$ cat src/hw/rtl/fufe_pkg.sv
// shared types, constants and helper functions of the form field extractor
`default_nettype none

package fufe_pkg;

  // key characters the matcher can hold
  localparam int MAX_KEY_CHARS = 8;
  // default output buffer size bound
  localparam int MAX_CAPACITY_DEF = 1024;

  // configuration port
  localparam int CFG_DATA_W = 64;
  localparam int CFG_IDX_W  = 2;
  localparam int KEY_LEN_W  = 4;
  localparam int CAP_CFG_W  = 11;

  typedef enum logic [CFG_IDX_W-1:0] {
    CFG_KEY_BYTES    = 2'd0,
    CFG_KEY_LENGTH   = 2'd1,
    CFG_OUT_CAPACITY = 2'd2
  } cfg_index_e;

  localparam logic [KEY_LEN_W-1:0]  KEY_LEN_RST = 4'd4;
  localparam logic [CAP_CFG_W-1:0]  OUT_CAP_RST = 11'd64;

  // result queue
  localparam int FIFO_DEPTH  = 4;
  localparam int FIFO_PTR_W  = 2;
  localparam int FIFO_CNT_W  = 3;
  localparam int MAX_RESULTS = 3;

  // characters
  localparam logic [7:0] CH_NUL   = 8'h00;
  localparam logic [7:0] CH_PLUS  = 8'h2b;
  localparam logic [7:0] CH_PCT   = 8'h25;
  localparam logic [7:0] CH_AMP   = 8'h26;
  localparam logic [7:0] CH_EQ    = 8'h3d;
  localparam logic [7:0] CH_SPACE = 8'h20;
  localparam logic [7:0] CH_0     = 8'h30;
  localparam logic [7:0] CH_9     = 8'h39;
  localparam logic [7:0] CH_LA    = 8'h61;
  localparam logic [7:0] CH_LF    = 8'h66;
  localparam logic [7:0] CH_UA    = 8'h41;
  localparam logic [7:0] CH_UF    = 8'h46;

  typedef enum logic [4:0] {
    PH_MATCH = 5'b00001,
    PH_SKIP  = 5'b00010,
    PH_VALUE = 5'b00100,
    PH_ESC1  = 5'b01000,
    PH_ESC2  = 5'b10000
  } phase_e;

  typedef enum logic [1:0] {
    ST_FOUND      = 2'd0,
    ST_NOT_FOUND  = 2'd1,
    ST_BAD_ESCAPE = 2'd2
  } status_e;

  typedef enum logic {
    KIND_DATA   = 1'b0,
    KIND_STATUS = 1'b1
  } kind_e;

  typedef struct packed {
    logic [7:0] data;
    kind_e      kind;
    status_e    status;
  } item_t;

  typedef struct packed {
    logic       ok;
    logic [3:0] val;
  } hex_t;

  function automatic hex_t hex_decode(logic [7:0] c);
    hex_t       h;
    logic [7:0] t;
    h = '0;
    t = '0;
    if (c >= CH_0 && c <= CH_9) begin
      t = c - CH_0;
      h.ok = 1'b1;
    end else if (c >= CH_LA && c <= CH_LF) begin
      t = c - (CH_LA - 8'd10);
      h.ok = 1'b1;
    end else if (c >= CH_UA && c <= CH_UF) begin
      t = c - (CH_UA - 8'd10);
      h.ok = 1'b1;
    end
    h.val = t[3:0];
    return h;
  endfunction

  function automatic item_t data_item(logic [7:0] d);
    item_t it;
    it.data   = d;
    it.kind   = KIND_DATA;
    it.status = ST_FOUND;
    return it;
  endfunction

  function automatic item_t status_item(status_e st);
    item_t it;
    it.data   = CH_NUL;
    it.kind   = KIND_STATUS;
    it.status = st;
    return it;
  endfunction

endpackage

`default_nettype wire

$ cat src/hw/rtl/form_urlencoded_field_extractor.sv
// form-urlencoded field extractor: key match, percent decode, result queue
//
// Usage: body bytes enter on the in_valid_i/in_ready_o channel, one beat per
// byte; a zero byte ends the body and returns the parser to field start.
// Results leave on the out_valid_o/out_ready_i channel: data beats carry a
// decoded value byte (kind 0), and each body closes with one status beat
// (kind 1, last 1) giving found, not found or bad escape.
// A byte accepted is held in the input register, parsed from there into the
// result queue, and offered to the receiver from the queue head.
// Throughput: one byte per cycle. A byte gives at most three results; they
// go into a four-entry result queue, and a byte is parsed only when the
// queue has room for three, so a byte that gives one result each cycle
// streams at full rate while the receiver takes one beat per cycle.
// When the receiver stalls, the queue fills and in_ready_o falls after the
// input register is also held; nothing is dropped.
// Reset clears the parser, the queue and the input register; key_bytes
// resets to zero, key_length to 4 and out_capacity to 64. Configuration
// is written through cfg_we_i/cfg_index_i/cfg_data_i while the block idles.
`default_nettype none

module form_urlencoded_field_extractor
  import fufe_pkg::*;
#(
  parameter int MAX_CAPACITY = MAX_CAPACITY_DEF
) (
  input  wire logic                  clk_i,
  input  wire logic                  rst_ni,
  input  wire logic                  in_valid_i,
  output      logic                  in_ready_o,
  input  wire logic [7:0]            in_byte_i,
  output      logic                  out_valid_o,
  input  wire logic                  out_ready_i,
  output      logic [7:0]            out_byte_o,
  output      logic                  kind_o,
  output      logic [1:0]            status_o,
  output      logic                  last_o,
  input  wire logic                  cfg_we_i,
  input  wire logic [CFG_IDX_W-1:0]  cfg_index_i,
  input  wire logic [CFG_DATA_W-1:0] cfg_data_i
);

  localparam int CntW = $clog2(MAX_CAPACITY);
  localparam int CapW = (CAP_CFG_W > CntW + 1) ? CAP_CFG_W : CntW + 1;

  // configuration
  logic [CFG_DATA_W-1:0] key_bytes_q;
  logic [KEY_LEN_W-1:0]  key_len_q;
  logic [CAP_CFG_W-1:0]  out_cap_q;

  // input register
  logic       in_valid_q;
  logic [7:0] in_byte_q;

  // parser state
  phase_e             phase_q, phase_d;
  logic [KEY_LEN_W-1:0] key_pos_q, key_pos_d;
  logic [7:0]         esc_digit_q, esc_digit_d;
  logic [CntW-1:0]    emitted_q, emitted_d;
  logic               sent_q, sent_d;

  // result queue
  item_t                 fifo_q [FIFO_DEPTH];
  item_t                 fifo_d [FIFO_DEPTH];
  logic [FIFO_PTR_W-1:0] rd_ptr_q, wr_ptr_q;
  logic [FIFO_CNT_W-1:0] count_q;
  logic [FIFO_PTR_W-1:0] push_cnt;

  logic pop;
  logic room;
  logic proc;
  logic in_accept;

  logic [KEY_LEN_W-1:0] klen;
  logic [7:0]           key_char;
  logic [CapW-1:0]      cap_eff;
  logic [CntW-1:0]      lim;
  hex_t                 hex_hi, hex_lo;
  item_t                head;

  // ---------------------------------------------------------------------
  // configuration registers
  always_ff @(posedge clk_i or negedge rst_ni) begin
    if (!rst_ni) begin
      key_bytes_q <= '0;
      key_len_q   <= KEY_LEN_RST;
      out_cap_q   <= OUT_CAP_RST;
    end else if (cfg_we_i) begin
      unique case (cfg_index_i)
        CFG_KEY_BYTES:    key_bytes_q <= cfg_data_i;
        CFG_KEY_LENGTH:   key_len_q   <= cfg_data_i[KEY_LEN_W-1:0];
        CFG_OUT_CAPACITY: out_cap_q   <= cfg_data_i[CAP_CFG_W-1:0];
        default: ;
      endcase
    end
  end

  // effective key length and value byte limit
  always_comb begin
    klen = (key_len_q > KEY_LEN_W'(MAX_KEY_CHARS)) ? KEY_LEN_W'(MAX_KEY_CHARS) : key_len_q;
    cap_eff = CapW'(out_cap_q);
    if (cap_eff == '0) begin
      cap_eff = CapW'(1);
    end else if (cap_eff > CapW'(MAX_CAPACITY)) begin
      cap_eff = CapW'(MAX_CAPACITY);
    end
    lim = CntW'(cap_eff - CapW'(1));
  end

  assign key_char = key_bytes_q[8*key_pos_q[2:0] +: 8];
  assign hex_hi   = hex_decode(esc_digit_q);
  assign hex_lo   = hex_decode(in_byte_q);

  // ---------------------------------------------------------------------
  // handshake and queue room
  assign head        = fifo_q[rd_ptr_q];
  assign out_valid_o = (count_q != '0);
  assign out_byte_o  = head.data;
  assign kind_o      = head.kind;
  assign status_o    = head.status;
  assign last_o      = head.kind;
  assign pop         = out_valid_o && out_ready_i;

  // parse only with room for a full burst of results after this cycle's pop
  assign room = (count_q <= FIFO_CNT_W'(FIFO_DEPTH - MAX_RESULTS)) ||
                (pop && (count_q == FIFO_CNT_W'(FIFO_DEPTH - MAX_RESULTS + 1)));
  assign proc       = in_valid_q && room;
  assign in_ready_o = !in_valid_q || proc;
  assign in_accept  = in_valid_i && in_ready_o;

  always_ff @(posedge clk_i or negedge rst_ni) begin
    if (!rst_ni) begin
      in_valid_q <= 1'b0;
    end else if (in_accept) begin
      in_valid_q <= 1'b1;
    end else if (proc) begin
      in_valid_q <= 1'b0;
    end
  end

  always_ff @(posedge clk_i) begin
    if (in_accept) begin
      in_byte_q <= in_byte_i;
    end
  end

  // ---------------------------------------------------------------------
  // parser step
  always_comb begin
    logic       da_en;
    logic       db_en;
    logic       st_en;
    logic [7:0] da;
    logic [7:0] db;
    status_e    st_val;
    logic [FIFO_PTR_W-1:0] slot;

    phase_d     = phase_q;
    key_pos_d   = key_pos_q;
    esc_digit_d = esc_digit_q;
    emitted_d   = emitted_q;
    sent_d      = sent_q;
    fifo_d      = fifo_q;
    push_cnt    = '0;
    da_en       = 1'b0;
    db_en       = 1'b0;
    st_en       = 1'b0;
    da          = in_byte_q;
    db          = esc_digit_q;
    st_val      = ST_FOUND;
    slot        = wr_ptr_q;

    if (proc && !sent_q) begin
      unique case (phase_q)
        PH_MATCH: begin
          if (in_byte_q == CH_NUL) begin
            st_en  = 1'b1;
            st_val = ST_NOT_FOUND;
          end else if (key_pos_q < klen) begin
            priority if (in_byte_q == CH_AMP) begin
              key_pos_d = '0;
            end else if (in_byte_q == key_char) begin
              key_pos_d = key_pos_q + KEY_LEN_W'(1);
            end else begin
              phase_d = PH_SKIP;
            end
          end else if (in_byte_q == CH_EQ) begin
            phase_d   = PH_VALUE;
            emitted_d = '0;
            st_en     = (lim == '0);
          end else if (in_byte_q == CH_AMP) begin
            key_pos_d = '0;
          end else begin
            phase_d = PH_SKIP;
          end
        end
        PH_SKIP: begin
          if (in_byte_q == CH_NUL) begin
            st_en  = 1'b1;
            st_val = ST_NOT_FOUND;
          end else if (in_byte_q == CH_AMP) begin
            phase_d   = PH_MATCH;
            key_pos_d = '0;
          end
        end
        PH_VALUE: begin
          priority if (in_byte_q == CH_NUL || in_byte_q == CH_AMP) begin
            st_en = 1'b1;
          end else if (in_byte_q == CH_PLUS) begin
            da_en = 1'b1;
            da    = CH_SPACE;
          end else if (in_byte_q == CH_PCT) begin
            phase_d = PH_ESC1;
          end else begin
            da_en = 1'b1;
          end
        end
        PH_ESC1: begin
          if (in_byte_q == CH_NUL) begin
            // lone percent at end of body is copied
            da_en = 1'b1;
            da    = CH_PCT;
            st_en = 1'b1;
          end else begin
            esc_digit_d = in_byte_q;
            phase_d     = PH_ESC2;
          end
        end
        PH_ESC2: begin
          if (in_byte_q == CH_NUL) begin
            // percent plus one byte at end of body: copy, then decode the byte
            da_en = 1'b1;
            da    = CH_PCT;
            db_en = (esc_digit_q != CH_AMP);
            db    = (esc_digit_q == CH_PLUS) ? CH_SPACE : esc_digit_q;
            st_en = 1'b1;
          end else begin
            esc_digit_d = '0;
            phase_d     = PH_VALUE;
            if (!hex_hi.ok || !hex_lo.ok) begin
              st_en  = 1'b1;
              st_val = ST_BAD_ESCAPE;
            end else begin
              da_en = 1'b1;
              da    = {hex_hi.val, hex_lo.val};
            end
          end
        end
        default: ;
      endcase

      // emit data beats, closing with found once the limit is hit, then any status beat
      if (da_en) begin
        slot         = wr_ptr_q + push_cnt;
        fifo_d[slot] = data_item(da);
        push_cnt     = push_cnt + FIFO_PTR_W'(1);
        emitted_d    = emitted_d + CntW'(1);
        if (emitted_d >= lim) begin
          slot         = wr_ptr_q + push_cnt;
          fifo_d[slot] = status_item(ST_FOUND);
          push_cnt     = push_cnt + FIFO_PTR_W'(1);
          sent_d       = 1'b1;
        end
      end
      if (db_en && !sent_d) begin
        slot         = wr_ptr_q + push_cnt;
        fifo_d[slot] = data_item(db);
        push_cnt     = push_cnt + FIFO_PTR_W'(1);
        emitted_d    = emitted_d + CntW'(1);
        if (emitted_d >= lim) begin
          slot         = wr_ptr_q + push_cnt;
          fifo_d[slot] = status_item(ST_FOUND);
          push_cnt     = push_cnt + FIFO_PTR_W'(1);
          sent_d       = 1'b1;
        end
      end
      if (st_en && !sent_d) begin
        slot         = wr_ptr_q + push_cnt;
        fifo_d[slot] = status_item(st_val);
        push_cnt     = push_cnt + FIFO_PTR_W'(1);
        sent_d       = 1'b1;
      end
    end

    // end of body restarts the parser
    if (proc && in_byte_q == CH_NUL) begin
      phase_d     = PH_MATCH;
      key_pos_d   = '0;
      esc_digit_d = '0;
      emitted_d   = '0;
      sent_d      = 1'b0;
    end
  end

  always_ff @(posedge clk_i or negedge rst_ni) begin
    if (!rst_ni) begin
      phase_q     <= PH_MATCH;
      key_pos_q   <= '0;
      esc_digit_q <= '0;
      emitted_q   <= '0;
      sent_q      <= 1'b0;
      rd_ptr_q    <= '0;
      wr_ptr_q    <= '0;
      count_q     <= '0;
    end else begin
      phase_q     <= phase_d;
      key_pos_q   <= key_pos_d;
      esc_digit_q <= esc_digit_d;
      emitted_q   <= emitted_d;
      sent_q      <= sent_d;
      wr_ptr_q    <= wr_ptr_q + push_cnt;
      if (pop) begin
        rd_ptr_q <= rd_ptr_q + FIFO_PTR_W'(1);
      end
      count_q <= count_q + FIFO_CNT_W'(push_cnt) - FIFO_CNT_W'(pop);
    end
  end

  always_ff @(posedge clk_i) begin
    fifo_q <= fifo_d;
  end

  // ---------------------------------------------------------------------
  // assertions
  a_queue_bound: assert property (@(posedge clk_i) disable iff (!rst_ni)
    count_q <= FIFO_CNT_W'(FIFO_DEPTH))
    else $error("result queue overflow");

  a_body_end_closes: assert property (@(posedge clk_i) disable iff (!rst_ni)
    (proc && !sent_q && in_byte_q == CH_NUL) |-> (push_cnt != '0))
    else $error("end of body without a status beat");

  a_body_end_restart: assert property (@(posedge clk_i) disable iff (!rst_ni)
    (proc && in_byte_q == CH_NUL) |=>
      (phase_q == PH_MATCH && !sent_q && key_pos_q == '0 && emitted_q == '0))
    else $error("parser not restarted after end of body");

  a_amp_ends_value: assert property (@(posedge clk_i) disable iff (!rst_ni)
    (proc && !sent_q && phase_q == PH_VALUE && in_byte_q == CH_AMP) |=> sent_q)
    else $error("ampersand did not close the value");

endmodule

`default_nettype wire

$ cat config.mk
export PLATFORM = sky130hd
export DESIGN_NAME = form_urlencoded_field_extractor
export DESIGN_NICKNAME = d
export VERILOG_FILES = /design/src/hw/rtl/fufe_pkg.sv /design/src/hw/rtl/form_urlencoded_field_extractor.sv
export SDC_FILE = /design/constraint.sdc
export NUM_CORES = 1
export LEC_CHECK = 0
export ABC_CLOCK_PERIOD_IN_PS = 14200
export CAP_MARGIN = 20
export CORE_UTILIZATION = 35
export CTS_CLUSTER_SIZE = 28
export DETAILED_ROUTE_END_ITERATION = 7
export DONT_BUFFER_PORTS = 1
export GPL_TIMING_DRIVEN = 0
export SLEW_MARGIN = 20
export SYNTH_ARGS = -nofsm -noshare
export SYNTH_HDL_FRONTEND = slang
export SYNTH_SLANG_ARGS = --single-unit
export TNS_END_PERCENT = 20
$ cat constraint.sdc
create_clock -name clk_i -period 14.2 [get_ports clk_i]
set_input_delay 0 -clock clk_i [delete_from_list [all_inputs] [get_ports clk_i]]
set_output_delay 0 -clock clk_i [all_outputs]
set_load 0.005 [all_outputs]
==> Word level (Yosys, flattened, before mapping) <==
Cells that the tools add are included.
W data, S select, Z words.
{ "op_classes": {"n_addsub": 21, "n_lt_le_gt_ge": 29, "eq_ne": 28, "n_shift": 1, "n_mux": 133, "bitwise": 12, "n_reduce_logical": 47} }
{ "op_table": {"columns": ["operator", "n"], "rows": [
  ["$mux W44", 7],
  ["$bwmux W44", 3],
  ["$mux W10", 12],
  ["$mux W8", 14],
  ["$demux W11 S2", 5],
  ["$and A40 B40 Y40", 2],
  ["$not A40 Y40", 2],
  ["$mux W11", 7],
  ["$mux W5", 15],
  ["$mux W4", 16],
  ["$shiftx A64 B7 Y8", 1],
  ["$eq A8 B6 Y1 const B", 5],
  ["$mux W1", 35],
  ["$ge A8 B7 Y1 const B", 4],
  ["$le A8 B7 Y1 const B", 4],
  ["$pmux W5 S5", 1],
  ["$ne A3 B3 Y1 const B", 8],
  ["$pmux W8 S3", 1],
  ["$bmux W11 S2", 1],
  ["$mux W2", 11],
  ["$add A10 B1 Y10 const B", 2],
  ["$ge A10 B10 Y1", 2],
  ["$logic_and A1 B1 Y1", 19],
  ["$ge A3 B3 Y1 const B", 6],
  ["other kinds (48)", 88]
]} }
{ "totals": {"regBits": 167, "inputBits": 79, "output_inout_bits": 14, "elab_cells": 296} }

==> Depth between registers and ports, before layout <==
{ "depth": {"ltp_word": 27, "ltp_mapped": 31, "ltp_nobuf": 31} }

==> Least setup slack after synthesis <==
No wires, ideal clock.
{ "synth_timing": {"kind": "flip-flop to flip-flop", "from": "reg phase_q[0]", "to": "reg fifo_q[13] in the netlist's numbering, data pin", "setup_time_ns": 0.265, "arrival_time_ns": 6.356, "t_required_ns": 13.935, "setup_slack_ns": 7.579, "stages_incl_launch_ff": 26, "path_buffers": 2, "synth_period_minus_slack_ns": 6.621, "path_cell_list": "dfstp_2 > clkbuf_1 > inv_1 > or3_1 > buf_2 > or4_1 > and2_1 > ha_1 > and3_1 > o2bb2ai_1 > mux2_2 > nor4_2 > nand2_1 > xnor2_1 > ha_1 > a2111oi_0 > a21oi_1 > a211oi_1 > nor2_1 > o21ai_0 > inv_1 > ha_1 > xnor2_1 > xnor2_4 > o21ai_2 > or3_1"} }
{ "synth_between": {"elab_chain_len": 21, "word_cells_on_any_way": 69, "cone_classes": "7 x add/sub; 8 x order compare; 5 x eq/ne; 37 x mux; 4 x bitwise; 8 x reduce/logical"} }
{ "synth_lines": {"columns": ["element", "line_no", "source"], "rows": [
  ["start: declaration", "form_urlencoded_field_extractor.sv:55", "phase_e phase_q, phase_d;"],
  ["start signal: assignment", "form_urlencoded_field_extractor.sv:305", "phase_q <= phase_d;"],
  ["$eq A5 B1 Y1", "form_urlencoded_field_extractor.sv:173", "unique case (phase_q)"],
  ["$mux W10", "form_urlencoded_field_extractor.sv:173", null],
  ["$mux W10", "form_urlencoded_field_extractor.sv:172", "if (proc && !sent_q) begin"],
  ["$add A10 B1 Y10", "form_urlencoded_field_extractor.sv:256", "emitted_d = emitted_d + CntW'(1);"],
  ["$ge A10 B10 Y1", "form_urlencoded_field_extractor.sv:257", "if (emitted_d >= lim) begin"],
  ["$mux W2", "form_urlencoded_field_extractor.sv:257", null],
  ["$mux W2", "form_urlencoded_field_extractor.sv:252", "if (da_en) begin"],
  ["$mux W2", "form_urlencoded_field_extractor.sv:172", null],
  ["[5 not listed]", null, null],
  ["$add A2 B2 Y2, or another cell as far along", "form_urlencoded_field_extractor.sv:277", "slot = wr_ptr_q + push_cnt;"],
  ["$not A2 Y3 (not written as such), or another cell as far along", "form_urlencoded_field_extractor.sv:278", "fifo_d[slot] = status_item(st_val);"],
  ["$ge A3 B3 Y1 (not written as such), or another cell as far along", "form_urlencoded_field_extractor.sv:278", null],
  ["$logic_and A1 B1 Y1 (not written as such) or $mux W44 (tied branches)", "form_urlencoded_field_extractor.sv:278, form_urlencoded_field_extractor.sv:269", null],
  ["$mux W11 (not written as such) or $mux W44 (tied branches)", "form_urlencoded_field_extractor.sv:278, form_urlencoded_field_extractor.sv:264", null],
  ["$demux W11 S2 or $mux W44 (tied branches)", "form_urlencoded_field_extractor.sv:278, form_urlencoded_field_extractor.sv:172", null],
  ["$bwmux W44", "form_urlencoded_field_extractor.sv:278", null],
  ["$mux W44 *", "form_urlencoded_field_extractor.sv:276", "if (st_en && !sent_d) begin"],
  ["end signal: assignment", "form_urlencoded_field_extractor.sv:319", "fifo_q <= fifo_d;"],
  ["end: declaration", "form_urlencoded_field_extractor.sv:62", "item_t fifo_q [FIFO_DEPTH];"]
]} }
Every way passes the cells marked *; elsewhere a longest branch is shown, timed or not. The select of a mux whose other input is x is not followed.
A chain may end at the register's enable or synchronous reset.

==> Worst setup path in the final report <==
{ "layout_timing": {"from": "reg phase_q[0]", "to": "reg fifo_q[30] in the netlist's numbering, data pin"} }
{ "layout_between": {"elab_chain_len": 22, "word_cells_on_any_way": 76, "cone_classes": "7 x add/sub; 8 x order compare; 5 x eq/ne; 42 x mux; 6 x bitwise; 8 x reduce/logical"} }
{ "layout_lines": {"columns": ["element", "line_no"], "rows": [
  ["parallel branches: the longest is 21 deep, another holds $add A10 B1 Y10", null],
  ["$mux W44 *", "form_urlencoded_field_extractor.sv:276"]
]} }
Every way passes the cells marked *. The select of a mux whose other input is x is not followed.

==> impl_metrics.yaml <==
worst_setup_path:
  crit_path_start_kind: "flop"
  cp_slowest_cell: "or4_1"
  crit_arrival_ps: 8280
  critical-path-max-stage-delay_ps: 630
  path_buf_inv: 4
  cp-end-kind: "flop"
  path_max_fanout: 10
  crit_top_cell: "ha_1"
  crit_family: "compound AO/OA/AOI/OAI gates"
  required_ps: 14360
  path_class: "flop to flop"
floorplan:
  coreArea_mm2: 0.0306
  fp.dieW_um: 178
  fp-row-count: 64
  die_h_um: 178
  initial_core_util_pct: 35.6
  dieArea_mm2: 0.0318
  pin_count: 93
cells_and_area:
  n_fill_cell: 2926
  antennaDiodeCount: 0
  layout.cells.non_filler: 1523
  areaGrowthSynthToFinish_pct: 17.6
  final_common_cell: "dfrtp_1"
  final_cell_mix: "112 x dfrtp_1, 85 x mux2_2, 81 x dlygate4sd3_1"
  drive_above_1_share_pct: 18.4
  finalNetCount: 1238
pwr:
  leakagePower_nw: 4.99
  pwr_density_cell_mw_per_mm2: 145
  ir_worst_vdd_v: 0.000108
synthesis:
  synthesis.area_mm2: 0.0109
  synthArstFlopShare_pct: 68.9
  synth_edf_count: 52
  synth_seq_cells: 167
  ys_warn_count: 0
  synth_top_area_cell: "dfrtp_1"
  synth_ff_type: "dfrtp_1"
  syn_avg_cell_area_um2: 10.8
  yosysUniqueCellTypes: 85
  yosys-top-cells-area: "dfrtp_1 26%, edfxtp_1 14%, mux2_2 8.8%, mux4_2 5.6%, ha_1 5.1%"
  synth_top_area_share_pct: 25.7
  syn_nets: 1136
  syn_inst: 1012
  synth-seq-area-share_pct: 40.8
sta:
  setup_viol: 0
  skew_ps: 16.1
  finalMaxSlewViolations: 0
  totalNegativeSetupSlack_ps: 0
  finalCritPeriodShare_pct: 57.2
  finalHoldViolCount: 2
  fmax_mhz: 123
  fin_crit_ps: 8120
  relSlewSlack_pct: 23.6
  hold_ws_ps: -1.44
  tightestPinTransition_ps: 1140
  rsz0062_at_grt: "no"
routing:
  ant_nets: 0
  wl_per_cell_um: 20.0
  via_per_inst: 5.71
  finalWirelength_um: 30400
  drt_first_pass_iters: 5
  drt_first_iter_violations: 752
  vias: 8703
  drc: 0
flow_run:
  cap_violations: 0
clock_network:
  post_cts_buffers: 0
  cts_buffers: 17
  cts.sinks: 167
  cts_tree: "built"
  cts-root-buf: "clkbuf_16"
  clk_path_buf_depth: 2
  clk_latency_ps: 450
  cts_max_level: 4
  clkTransAtPathRegs_ps: 70
global_routing:
  grt_pass1_vias: 8596
  antenna_found_initial: 0
  grtUsageTotal_pct: 19.7
  grt_pass1_wl_um: 48100
  grt_overflow: 0
  grt_max_degree: 116
hold_path:
  hp-class: "input pin to flop"
placed_design:
  io_buffers: 0
  hpwl_um: 21800
  place_congestion: 0.894
  place_inst: 1409
outcome:
  status: "complete, but fails checks"
  failed_checks: "negative hold slack"
[state kept, by name (all words and copies together), names as in the netlist, 2 cells and up]
register and flops:
phase_q 5, esc_digit_q 8, key_pos_q 4, fifo_q 44, rd_ptr_q 2, wr_ptr_q 2, out_cap_q 11, in_byte_q 8
key_len_q 4, key_bytes_q 64, emitted_q 10, count_q 3
[metal layers]
layer | vias up | part of all wire, % | global-route usage [%]
li1 | 4037 | - | -
met1 | 4303 | 45 | 26.1
met2 | 324 | 47 | 32.0
met3 | 39 | 6.9 | 4.80
met4 | 0 | 1.5 | 5.40
met5 | - | 0 | 0
[synthesized netlist by cell type, drive strengths merged, types with 27 or more instances]
| library cell | count |
|---|---|
| mux2 | 85 |
| dfrtp | 112 |
| clkbuf | 30 |
| mux4 | 27 |
| o21ai | 45 |
| edfxtp | 52 |
| ha | 44 |
| nor2 | 77 |
| a21oi | 32 |
| nor3 | 28 |
| nand2 | 80 |
| xnor2 | 39 |
[timing repair]
action | in CTS | in global routing
endpoints found under the hold margin | 205 | 0
hold buffers | 82 | 0
resized for setup | 0 | 0
[path summary, 6_finish.rpt]
path                                                  start                           to  slack, ps  cells past startpoint
worst max-delay path                 phase_q[0]$_DFFE_PN1P_         fifo_q[30]$_DFFE_PP_       6080                     25
worst min register to register  key_bytes_q[20]$_DFFE_PN0P_  key_bytes_q[20]$_DFFE_PN0P_        510                      1
worst min-delay path                         cfg_index_i[1]     key_len_q[0]$_DFFE_PN0P_         -1                      2
worst max register to register       phase_q[0]$_DFFE_PN1P_         fifo_q[30]$_DFFE_PP_       6080                     25
max in group asynchronous                            rst_ni  key_bytes_q[26]$_DFFE_PN0P_      13550                      2
min in group asynchronous                            rst_ni       in_valid_q$_DFFE_PN0P_        130                      2
[through the flow]
stage	power [mW]	cell area, µm²	utilization, %	setup WS (ps)	hold slack (ps)
2_1_floorplan	1.21	10900	-	7580	-296
3_3_place_gp	1.36	11400	37.2	6350	-287
3_5_place_dp	1.38	11400	37.3	6270	-286
4_1_cts	1.87	12800	41.9	6230	11.0
5_1_grt	1.97	12800	41.9	5550	20.2
6_report	1.86	12800	41.9	6080	-1.44
[cell families (layout without fill, tap and decap cells)]
family / count (synthesis) / in the layout / share of synthesized area (%)
AO/OA/AOI/OAI: 214 / 214 / 14.5
XOR/XNOR: 52 / 52 / 4.35
AND/OR/NAND/NOR: 317 / 317 / 15.3
multiplexers: 137 / 137 / 16.7
flip-flops: 167 / 167 / 40.8
buffers and inverters: 80 / 195 / 3.18
adder cells (fa/ha/maj): 45 / 45 / 5.24
[cell type report]
type                       instances  area, µm²  share of cell area [%]
timing repair buffer              83        858                    6.70
buffer                            54        249                    1.94
tap                              396        495                    3.87
sequential                       167       4440                    34.7
multi-input combinational        765       6100                    47.6
inverter                          26       97.6                   0.762
clock buffer                      23        489                    3.82
clock inverter                     9       78.8                   0.615
[power by group]
group / total (mW) / internal [mW] / switching [mW]
combinational: 0.666 / 0.311 / 0.355
clock: 0.459 / 0.248 / 0.210
sequential: 0.737 / 0.650 / 0.0879
Power figures use the tool's default switching activity.
